===== src/rtl/core/ltc_pkg.sv =====
// Shared types, character codes and keyword table for the token classifier.
package ltc_pkg;

  localparam int KEPT_CHARS   = 8;
  localparam int HEAD_IDX_W   = $clog2(KEPT_CHARS);
  localparam int HEAD_W       = 8 * KEPT_CHARS;
  localparam int LEN_W        = 6;
  localparam int MAX_WORD_DEF = 50;
  localparam int NUM_KW       = 10;
  localparam int QUEUE_DEPTH  = 4;

  localparam logic [7:0] CH_TAB        = 8'h09;
  localparam logic [7:0] CH_NEWLINE    = 8'h0a;
  localparam logic [7:0] CH_SPACE      = 8'h20;
  localparam logic [7:0] CH_HASH       = 8'h23;
  localparam logic [7:0] CH_PERCENT    = 8'h25;
  localparam logic [7:0] CH_LPAREN     = 8'h28;
  localparam logic [7:0] CH_RPAREN     = 8'h29;
  localparam logic [7:0] CH_STAR       = 8'h2a;
  localparam logic [7:0] CH_PLUS       = 8'h2b;
  localparam logic [7:0] CH_COMMA      = 8'h2c;
  localparam logic [7:0] CH_MINUS      = 8'h2d;
  localparam logic [7:0] CH_SLASH      = 8'h2f;
  localparam logic [7:0] CH_DIGIT_0    = 8'h30;
  localparam logic [7:0] CH_DIGIT_9    = 8'h39;
  localparam logic [7:0] CH_COLON      = 8'h3a;
  localparam logic [7:0] CH_SEMICOLON  = 8'h3b;
  localparam logic [7:0] CH_EQUAL      = 8'h3d;
  localparam logic [7:0] CH_UPPER_A    = 8'h41;
  localparam logic [7:0] CH_UPPER_Z    = 8'h5a;
  localparam logic [7:0] CH_UNDERSCORE = 8'h5f;
  localparam logic [7:0] CH_LOWER_A    = 8'h61;
  localparam logic [7:0] CH_LOWER_Z    = 8'h7a;
  localparam logic [7:0] CH_LBRACE     = 8'h7b;
  localparam logic [7:0] CH_RBRACE     = 8'h7d;

  typedef enum logic [2:0] {
    CLS_KEYWORD   = 3'd0,
    CLS_IDENT     = 3'd1,
    CLS_SEPARATOR = 3'd2,
    CLS_OPERATOR  = 3'd3,
    CLS_PREPROC   = 3'd4
  } token_class_t;

  typedef struct packed {
    logic [7:0] char_code;
    logic       end_of_input;
  } in_req_t;

  typedef struct packed {
    token_class_t      token_class;
    logic [LEN_W-1:0]  token_length;
    logic [HEAD_W-1:0] token_head;
    logic [7:0]        single_char;
    logic              last_of_run;
  } out_req_t;

  typedef struct packed {
    logic [1:0] count;
    out_req_t   lead;
    out_req_t   trail;
  } push_t;

  // Keyword text, first character in the low byte, zero padded.
  localparam logic [HEAD_W-1:0] KW_TEXT [NUM_KW] = '{
    64'h0000_0000_0074_6e69,
    64'h0000_0000_0000_6669,
    64'h0000_0000_0072_6f66,
    64'h0000_0065_6c69_6877,
    64'h0000_006b_6165_7262,
    64'h6575_6e69_746e_6f63,
    64'h0000_0000_6f74_7561,
    64'h0000_0000_6f74_6f67,
    64'h0000_6e72_7574_6572,
    64'h0000_0000_6469_6f76
  };

  localparam logic [LEN_W-1:0] KW_LEN [NUM_KW] = '{
    6'd3, 6'd2, 6'd3, 6'd5, 6'd5, 6'd8, 6'd4, 6'd4, 6'd6, 6'd4
  };

  function automatic logic kw_match(input logic [LEN_W-1:0] len,
                                    input logic [HEAD_W-1:0] head);
    logic hit;
    hit = 1'b0;
    for (int k = 0; k < NUM_KW; k++) begin
      if (len == KW_LEN[k] && head == KW_TEXT[k]) begin
        hit = 1'b1;
      end
    end
    return hit;
  endfunction

endpackage


===== src/rtl/core/ltc_core.sv =====
// Character decode, word state and token build for one request per cycle while accept is high.
module ltc_core
  import ltc_pkg::*;
#(
  parameter int MAX_WORD = MAX_WORD_DEF
) (
  input  logic    clk,
  input  logic    rst,
  input  logic    accept,
  input  in_req_t char_req,
  output push_t   push
);

  typedef enum logic [2:0] {
    K_OTHER, K_HASH, K_SPACE, K_NEWLINE, K_SEP, K_OP, K_WORD
  } kind_t;

  localparam logic [LEN_W-1:0] LEN_LIMIT = LEN_W'(MAX_WORD - 1);
  localparam logic [LEN_W-1:0] LEN_KEPT  = LEN_W'(KEPT_CHARS);

  logic [7:0]        head [KEPT_CHARS];
  logic [LEN_W-1:0]  len;
  logic              dir;
  logic [LEN_W-1:0]  len_next;
  logic              dir_next;

  kind_t             kind;
  logic              grow;
  logic              store;
  logic [LEN_W-1:0]  len_eff;
  logic [HEAD_W-1:0] head_eff;
  logic              ends_word;
  logic              word_fire;
  logic              char_fire;
  logic              directive;
  logic              eoi;
  out_req_t          word_tok;
  out_req_t          char_tok;

  assign eoi = char_req.end_of_input;

  always_comb begin
    unique case (char_req.char_code) inside
      CH_HASH:                 kind = K_HASH;
      CH_SPACE, CH_TAB:        kind = K_SPACE;
      CH_NEWLINE:              kind = K_NEWLINE;
      CH_LPAREN, CH_RPAREN, CH_LBRACE, CH_RBRACE,
      CH_COMMA, CH_COLON, CH_SEMICOLON:
                               kind = K_SEP;
      CH_PLUS, CH_MINUS, CH_STAR, CH_SLASH, CH_PERCENT, CH_EQUAL:
                               kind = K_OP;
      [CH_DIGIT_0:CH_DIGIT_9], [CH_UPPER_A:CH_UPPER_Z],
      [CH_LOWER_A:CH_LOWER_Z], CH_UNDERSCORE:
                               kind = K_WORD;
      default:                 kind = K_OTHER;
    endcase
  end

  assign grow    = (kind == K_WORD) && (len < LEN_LIMIT);
  assign store   = grow && (len < LEN_KEPT);
  assign len_eff = grow ? len + LEN_W'(1) : len;

  always_comb begin
    head_eff = '0;
    for (int i = 0; i < KEPT_CHARS; i++) begin
      if (LEN_W'(i) < len_eff) begin
        head_eff[8*i +: 8] = (store && len == LEN_W'(i)) ? char_req.char_code : head[i];
      end
    end
  end

  assign ends_word = (kind == K_SPACE) || (kind == K_NEWLINE) ||
                     (kind == K_SEP) || (kind == K_OP);
  assign word_fire = (len_eff != '0) && (ends_word || eoi);
  assign char_fire = (kind == K_HASH) || (kind == K_SEP) || (kind == K_OP);
  assign directive = !((kind == K_SEP) || (kind == K_OP)) &&
                     (dir || (kind == K_HASH));

  always_comb begin
    word_tok.token_class  = directive ? CLS_PREPROC :
                            (kw_match(len_eff, head_eff) ? CLS_KEYWORD : CLS_IDENT);
    word_tok.token_length = len_eff;
    word_tok.token_head   = head_eff;
    word_tok.single_char  = '0;
    word_tok.last_of_run  = 1'b0;

    char_tok.token_class  = (kind == K_HASH) ? CLS_PREPROC :
                            ((kind == K_SEP) ? CLS_SEPARATOR : CLS_OPERATOR);
    char_tok.token_length = LEN_W'(1);
    char_tok.token_head   = '0;
    char_tok.single_char  = char_req.char_code;
    char_tok.last_of_run  = 1'b0;
  end

  always_comb begin
    push = '0;
    if (accept) begin
      if (word_fire && char_fire) begin
        push.count = 2'd2;
        if (kind == K_HASH) begin
          push.lead  = char_tok;
          push.trail = word_tok;
        end else begin
          push.lead  = word_tok;
          push.trail = char_tok;
        end
        push.trail.last_of_run = 1'b1;
      end else if (word_fire) begin
        push.count            = 2'd1;
        push.lead             = word_tok;
        push.lead.last_of_run = 1'b1;
      end else if (char_fire) begin
        push.count            = 2'd1;
        push.lead             = char_tok;
        push.lead.last_of_run = 1'b1;
      end
    end
  end

  always_comb begin
    len_next = len;
    dir_next = dir;
    if (accept) begin
      len_next = (word_fire || eoi) ? '0 : len_eff;
      if (eoi || kind == K_NEWLINE) begin
        dir_next = 1'b0;
      end else if (kind == K_HASH) begin
        dir_next = 1'b1;
      end
    end
  end

  always_ff @(posedge clk) begin
    if (rst) begin
      len <= '0;
      dir <= 1'b0;
    end else begin
      len <= len_next;
      dir <= dir_next;
    end
  end

  always_ff @(posedge clk) begin
    if (accept && store) begin
      head[len[HEAD_IDX_W-1:0]] <= char_req.char_code;
    end
  end

endmodule


===== src/rtl/core/ltc_queue.sv =====
// Result queue: takes up to two tokens a cycle, hands out one unless tok_stall is high.
module ltc_queue
  import ltc_pkg::*;
(
  input  logic     clk,
  input  logic     rst,
  input  push_t    push,
  output logic     room,
  output logic     tok_valid,
  input  logic     tok_stall,
  output out_req_t tok_req
);

  localparam int PTR_W = $clog2(QUEUE_DEPTH);
  localparam int CNT_W = $clog2(QUEUE_DEPTH + 1);
  localparam logic [CNT_W-1:0] ROOM_MAX = CNT_W'(QUEUE_DEPTH - 2);

  out_req_t         slots [QUEUE_DEPTH];
  logic [PTR_W-1:0] wr_ptr;
  logic [PTR_W-1:0] rd_ptr;
  logic [CNT_W-1:0] count;
  logic             pop;

  assign tok_valid = (count != '0);
  assign tok_req   = slots[rd_ptr];
  assign pop       = tok_valid && !tok_stall;
  assign room      = (count <= ROOM_MAX);

  always_ff @(posedge clk) begin
    if (rst) begin
      wr_ptr <= '0;
      rd_ptr <= '0;
      count  <= '0;
    end else begin
      wr_ptr <= wr_ptr + PTR_W'(push.count);
      rd_ptr <= rd_ptr + PTR_W'(pop);
      count  <= count + CNT_W'(push.count) - CNT_W'(pop);
    end
  end

  always_ff @(posedge clk) begin
    if (push.count != 2'd0) begin
      slots[wr_ptr] <= push.lead;
    end
    if (push.count == 2'd2) begin
      slots[wr_ptr + PTR_W'(1)] <= push.trail;
    end
  end

endmodule


===== src/rtl/core/lexical_token_classifier.sv =====
// Top level of the lexical token classifier.
//
//   channel | valid      | stall      | payload
//   --------+------------+------------+---------------------
//   char    | char_valid | char_stall | char_req (in_req_t)
//   tok     | tok_valid  | tok_stall  | tok_req  (out_req_t)
//
// One character is taken per cycle while char_stall is low; its tokens enter
// the result queue at the edge that accepts it and leave one per cycle while
// tok_stall is low, from the next edge on; a word-ending token character gives two.
// The four-entry result queue sets char_stall: it rises when fewer than
// two entries are free and does not look at char_valid.
// Reset clears the word length, the directive flag and the queue.
module lexical_token_classifier
  import ltc_pkg::*;
#(
  parameter int MAX_WORD = MAX_WORD_DEF
) (
  input  logic     clk,
  input  logic     rst,
  input  logic     char_valid,
  output logic     char_stall,
  input  in_req_t  char_req,
  output logic     tok_valid,
  input  logic     tok_stall,
  output out_req_t tok_req
);

  logic  char_accept;
  logic  room;
  push_t push;

  assign char_stall  = !room;
  assign char_accept = char_valid && !char_stall;

  ltc_core #(
    .MAX_WORD (MAX_WORD)
  ) u_core (
    .clk      (clk),
    .rst      (rst),
    .accept   (char_accept),
    .char_req (char_req),
    .push     (push)
  );

  ltc_queue u_queue (
    .clk       (clk),
    .rst       (rst),
    .push      (push),
    .room      (room),
    .tok_valid (tok_valid),
    .tok_stall (tok_stall),
    .tok_req   (tok_req)
  );

`ifndef SYNTHESIS
  a_push_needs_accept: assert property (@(posedge clk) disable iff (rst)
    !char_accept |-> push.count == 2'd0)
    else $error("tokens pushed without an accepted request");

  a_push_fills_queue: assert property (@(posedge clk) disable iff (rst)
    push.count != 2'd0 |=> tok_valid)
    else $error("pushed tokens not visible at output");

  a_single_last: assert property (@(posedge clk) disable iff (rst)
    push.count == 2'd1 |-> push.lead.last_of_run)
    else $error("single token not marked last");

  a_pair_last: assert property (@(posedge clk) disable iff (rst)
    push.count == 2'd2 |-> push.trail.last_of_run && !push.lead.last_of_run)
    else $error("token pair marked wrong");

  a_count_range: assert property (@(posedge clk) disable iff (rst)
    push.count != 2'd3)
    else $error("more than two tokens from one request");
`endif

endmodule

===== config.mk =====
export PLATFORM = sky130hd
export DESIGN_NAME = lexical_token_classifier
export DESIGN_NICKNAME = d
export VERILOG_FILES = /design/src/rtl/core/ltc_pkg.sv /design/src/rtl/core/ltc_core.sv /design/src/rtl/core/ltc_queue.sv /design/src/rtl/core/lexical_token_classifier.sv
export SDC_FILE = /design/constraint.sdc
export NUM_CORES = 1
export LEC_CHECK = 0
export BUFFER_PORTS_ARGS = -buffer_cell sky130_fd_sc_hd__buf_4
export CAP_MARGIN = 20
export CORE_ASPECT_RATIO = 1.1
export CORE_UTILIZATION = 50
export DETAILED_ROUTE_END_ITERATION = 7
export MAX_ROUTING_LAYER = met4
export PLACE_DENSITY = 0.81
export SKIP_CTS_REPAIR_TIMING = 1
export SYNTH_ARGS = -nofsm -noshare
export SYNTH_HDL_FRONTEND = slang
export SYNTH_SLANG_ARGS = --single-unit
export TNS_END_PERCENT = 5

===== constraint.sdc =====
create_clock -name clk -period 8.1 [get_ports clk]
set_input_delay 1.62 -clock clk [delete_from_list [all_inputs] [get_ports clk]]
set_output_delay 1.62 -clock clk [all_outputs]
set_load 0.1 [all_outputs]

==> run_results.csv, run 1 <==
group,metric,value,unit
sta,layout_min_cycle_time,5970,ps
yosys,syn_area,19500,um2
yosys,synth_most_common_cell,"edfxtp_1",
grt,grt_pass1_wl,77600,um
cts,clockBufferDepth,3,
pwr,vdd_drop_max,0.306,mV
min_path,hold_path.class,"flip-flop to flip-flop",
yosys,ys_seq_area_share,61.9,%
yosys,syn_inst,1525,
sta,hold_violations,0,
floorplanning,ios,97,
grt,globalRoute.busiestLayer,"met2",
sta,fin_crit_sh,73.7,%
cts,cts_sinks,406,
yosys,synth-edff-count,392,
worst_setup_path,r2r_slack,2870,ps
sta,fin_ws,2130,ps
final_layout,num_antenna_cells,0,
worst_setup_path,critPathCaptureType,"flip-flop",
sta,max_freq,167,MHz
worst_setup_path,worst-setup-path-type,"input pin to flip-flop",
flow_run,cap_violations,0,
grt,met3_usage,3.28,%
grt,grt.met1_usage,35.0,%
min_path,hold_start,"u_core.dir",
yosys,synth_nets,1550,
yosys,synth_top_area_cell,"edfxtp_1",
sta,clock_skew,20.7,ps
worst_setup_path,critPathArrivalTime,6330,ps
yosys,synth_top_area_share,60.5,%
routing,num_vias,13100,
grt,grt-ovfl-total,0,
floorplanning,core,38300,um2
cts,cts-root-buf,"clkbuf_16",
routing,routed_wl,50400,um
worst_setup_path,crit_chain,"buf_4 > inv_1 > a21oi_1 > nand3_1 > a31oi_1 > nand2_1 > a22oi_2 > ha_1 > and3_1 > inv_1 > nor2_1 > nand2_1 > nor2_1 > a21oi_4 > buf_4 > nor3_1",
routing,wl_per_cell,23.9,um
floorplanning,die_w,190,um
cts,path_clk_slew,60,ps
yosys,synth_area_leaders,"edfxtp_1, mux4_2, nor2_1",
placement,gp_congestion,0.975,
pwr,cellLeakagePower,7.39,nW
sta,max-slew-margin-rel,33.5,%
sta,setup-violations-final,0,
floorplanning,die_h,209,um
sta,grt_setup_unrepaired,"false",
floorplanning,start_util,50.9,%
routing,first_iter_violations,1506,
worst_setup_path,regToRegEndpoint,"u_queue.slots[1][34]",
sta,setup_tns,0,ps
worst_setup_path,crit_fanout,35,
grt,grtUsageTotal,26.5,%
placement,dp_hpwl,32600,um
routing,dr.pass1.iters,5,
worst_setup_path,critPathSlowestCell,"nand3_1",
final_layout,fin_util,57.3,%
worst_setup_path,r2r-start,"u_core.len[0]",
pwr,power_density,278,nW/um2
grt,grt_use_met2,43.3,%
placement,pre_cts_slack,1760,ps
cts,cts_inserted_buffers,40,
sta,finalMaxSlewViolations,0,
placement,placed_cells,2042,
yosys,synthFlopType,"edfxtp_1",
sta,whs,524,ps
routing,viasPerCell,6.23,
grt,grt_pass1_vias,13200,
worst_setup_path,cp.required,8460,ps
final_layout,layout-drive-gt1-share,19.7,%
yosys,synth.distinct_cells,75,
yosys,async_flop_share,0,%
grt,grt_max_degree,63,
cts,htree_num_levels,2,
run_status,status,"finished clean",
cts,cts_tree,"built",
yosys,yosys_warnings,0,
worst_setup_path,crit_family,"simple AND/OR/NAND/NOR gates",
yosys,synthTopCellsByCount,"edfxtp_1, nor2_1, nand2_1, mux4_2, clkbuf_1",
min_path,min_to,"u_core.dir",
sta,worst_slew_pin_slew,998,ps
yosys,synth-seq-cells,406,
worst_setup_path,worst-path-buf-inv,4,
worst_setup_path,reg2reg_depth,16,
final_layout,nets,1610,
routing,ant_nets,0,
worst_setup_path,max_stage_delay,450,ps
yosys,avgSynthCellArea,12.8,um2
final_layout,stdcell_count,2110,
floorplanning,placementRows,75,
floorplanning,dieArea,39700,um2
cts,clkLatencyLatePin,550,ps
worst_setup_path,setup.worst_path.start_class,"input pin",
routing,drcViolationCount,0,
placement,io_buffers,96,
min_path,min_path_cells,2,
grt,antenna_found_initial,0,
final_layout,synthToLayoutAreaGrowth,12.7,%
## worst max path at each step
stage | cells after the start | end | from
floorplan | 13 | u_queue.slots[0][0] | char_req[5]
global placement | 14 | u_queue.slots[1][3] | char_req[1]
detailed placement | 16 | u_queue.slots[1][34] | char_req[1]
CTS | 16 | u_queue.slots[1][34] | char_req[1]
global route | 16 | u_queue.slots[1][34] | char_req[1]
finish | 16 | u_queue.slots[1][34] | char_req[1]
## final cells by class
type	count	area [um2]
Fill cell	3018	16400
Sequential cell	406	12100
Multi-Input combinational cell	1000	7030
Clock buffer	50	1060
Timing Repair Buffer	123	936
Tap cell	500	626
Clock inverter	17	175
Inverter	14	52.6
## through the flow
stage,total power (W),instance area [um2]
after CTS,0.00613,21900
after global placement,0.00434,20700
after floorplan,0.00396,19500
after detailed placement,0.00435,20700
final,0.00609,21900
after global routing,0.00626,21900
## metal layers
| layer | vias to the layer above | wire length (um) | share of wire (%) |
|---|---|---|---|
| met3 | 97 | 3570 | 7.1 |
| met1 | 6673 | 20400 | 40 |
| met2 | 573 | 25300 | 50 |
| met4 | 0 | 1230 | 2.4 |
| li1 | 5798 | - | - |
| met5 | - | 0 | 0 |
## cell families after synthesis
kind of cell | Yosys count | share of synthesized area [%]
AND/OR/NAND/NOR | 669 | 15.8
flip-flops | 406 | 61.9
AO/OA/AOI/OAI | 163 | 5.73
multiplexers | 144 | 12.8
buffers and inverters | 119 | 2.45
XOR/XNOR | 12 | 0.540
adder cells (fa/ha/maj) | 12 | 0.810
## worst register-to-register path, stage by stage (launching register included)
cell and delay, ps:
dfxtp_1 600, clkinv_1 410, ha_1 310, or3b_2 230
nand2_1 140, o21ai_2 150, mux2i_1 610, a22oi_2 260
ha_1 380, and3_1 290, inv_1 220, nor2_1 100
nand2_1 360, nor2_1 160, a21oi_4 150, buf_4 450
nor3_1 130
## report_power, final
group	internal, W	switching, W
Combinational	0.000476	0.00141
Clock	0.00103	0.000771
Sequential	0.00233	0.0000850
Total	0.00383	0.00226
## state kept, by name (all words and copies together), names as in the netlist
register,cells
u_core.head,64
u_queue.rd_ptr,2
u_queue.slots,328
u_core.len,6
u_core.dir,1
u_queue.count,3
u_queue.wr_ptr,2
## layout by cell type (no fill, tap or decap), drive strengths merged, types with 11 or more instances in the layout
cell type    n
dfxtp       14
inv         17
clkbuf      50
nand2b      15
nor3        56
a21oi       32
ha          11
buf        123
and2        27
nand3       30
edfxtp     392
mux2i       40
nor2b       13
mux4        82
and3        11
nor4        18
a21o        34
mux2        22
nand2      136
nor2       308
o21ai       32
Power figures use the tool's default switching activity.
==> inputs of run 2 (changes only) <==
Settings changed: PLACE_DENSITY 0.81 to 0.78.
Clock period 8.1 ns to 5.5 ns, I/O delays scaled along.
==> run_results.csv, run 2 (synthesized netlist as in run 1, its figures left out) <==
group,metric,value,unit
run_status,status,"finished clean",
routing,routed_wl,52600,um
final_layout,regMostFlops,"u_queue.slots",
sta,finalMaxSlewViolations,0,
sta,fin_crit_sh,86.1,%
final_layout,synthToLayoutAreaGrowth,14.9,%
floorplanning,start_util,50.9,%
final_layout,stdcell_count,2151,
final_layout,largest_reg_flops,328,
routing,wl_per_cell,24.5,um
grt,grtUsageTotal,27.8,%
worst_setup_path,critPathSlowestCell,"a21oi_2",
placement,placed_cells,2078,
cts,path_clk_slew,60,ps
floorplanning,core,38300,um2
sta,clock_skew,18.7,ps
worst_setup_path,crit_family,"simple AND/OR/NAND/NOR gates",
placement,dp_hpwl,35100,um
final_layout,final_common_cell,"edfxtp_1",
routing,drcViolationCount,0,
floorplanning,placementRows,75,
routing,viasPerCell,6.09,
floorplanning,die_h,209,um
worst_setup_path,worst-path-buf-inv,1,
final_layout,layout-drive-gt1-share,21.4,%
cts,clkLatencyLatePin,550,ps
cts,cts_sinks,406,
min_path,hold_path.class,"flip-flop to flip-flop",
worst_setup_path,setup.worst_path.start_class,"input pin",
placement,io_buffers,96,
final_layout,nFillCells,3045,
worst_setup_path,critPathCaptureType,"flip-flop",
sta,worst_slew_pin_slew,1000,ps
floorplanning,ios,97,
grt,grt_pass1_vias,13400,
worst_setup_path,r2r_slack,1100,ps
routing,first_iter_violations,1517,
pwr,vdd_drop_max,0.456,mV
cts,clockBufferDepth,3,
cts,cts_inserted_buffers,41,
placement,gp_congestion,0.965,
final_layout,fin_area,22400,um2
worst_setup_path,worst-setup-path-type,"input pin to flip-flop",
pwr,cellLeakagePower,7.71,nW
grt,grt_max_degree,58,
cts,htree_num_levels,2,
routing,num_vias,13100,
final_layout,num_antenna_cells,0,
sta,setup-violations-final,0,
routing,dr.pass1.iters,5,
sta,max_freq,211,MHz
grt,antenna_found_initial,0,
worst_setup_path,critPathArrivalTime,4990,ps
final_layout,nets,1646,
grt,grt_pass1_wl,80600,um
worst_setup_path,crit_fanout,17,
sta,whs,535,ps
worst_setup_path,crit_chain,"buf_4 > nor4_2 > a21oi_1 > nand3_1 > a21oi_2 > mux2i_1 > a21o_1 > or4b_1 > nor4_1 > o211ai_1 > nand4_2 > a31oi_1",
routing,ant_nets,0,
cts,cts-root-buf,"clkbuf_16",
floorplanning,dieArea,39700,um2
pwr,power_density,405,nW/um2
cts,cts_tree,"built",
sta,max-slew-margin-rel,33.3,%
sta,grt_setup_unrepaired,"false",
sta,layout_min_cycle_time,4740,ps
worst_setup_path,max_stage_delay,760,ps
sta,setup_tns,0,ps
final_layout,final_cell_mix,"edfxtp_1, nor2_1, buf_4",
grt,grt-ovfl-total,0,
flow_run,cap_violations,0,
sta,hold_violations,0,
floorplanning,die_w,190,um
worst_setup_path,cp.required,5760,ps
placement,placed_cell_area,21100,um2
-- run 2: changes by cell type in the layout (fill, tap and decap cells not counted), sizes merged --
cell and delta:
buf +35, clkinv +8, inv -2
-- run 2: final timing paths --
| check | from | end | depth (start not counted) |
|---|---|---|---|
| setup / recovery | char_req[2] | u_queue.slots[1][79] | 12 |
| hold / removal | u_core.dir | u_core.dir | 2 |
| setup reg to reg | u_core.len[1] | u_queue.slots[0][7] | 12 |
| hold reg to reg | u_core.dir | u_core.dir | 2 |
-- run 2: cell type report --
type | instances | area [um2] | area share, %
timing repair buffer | 158 | 1310 | 5.86
clock inverter | 23 | 199 | 0.889
inverter | 14 | 52.6 | 0.235
multi-input combinational | 1000 | 7030 | 31.4
clock buffer | 50 | 1100 | 4.93
tap | 500 | 626 | 2.80
sequential | 406 | 12100 | 53.9
-- run 2: through the flow --
step / setup WS (ps) / total power (W) / utilization, %
finish: 765 / 0.00907 / 58.4
global route: 618 / 0.00932 / 58.4
CTS: 861 / 0.00911 / 58.4
detailed placement: 292 / 0.00642 / 55.0
global placement: 251 / 0.00641 / 55.0
floorplan: -896 / 0.00584 / -
-- run 2: report_power, final --
group	total (W)	internal, W	leakage, nW	switching (W)
logic	0.00284	0.000726	2.99	0.00211
clock network	0.00273	0.00157	0.633	0.00116
registers	0.00350	0.00342	4.09	0.0000741
total	0.00907	0.00572	7.71	0.00335
-- run 2: worst register-to-register path, delay by kind of cell (launching register included) --
kind / cells / cell delay, ps
AO/OA/AOI/OAI: 3 / 1130
adder cells (fa/ha/maj): 2 / 600
buffers and inverters: 1 / 260
flip-flops: 1 / 430
multiplexers: 1 / 280
AND/OR/NAND/NOR: 5 / 1570
-- run 2: layer usage --
layer	GRT usage, %	part of all wire (%)
met5	-	0
met3	3.21	5.5
met2	45.3	50
met1	37.3	42
met4	7.06	1.8
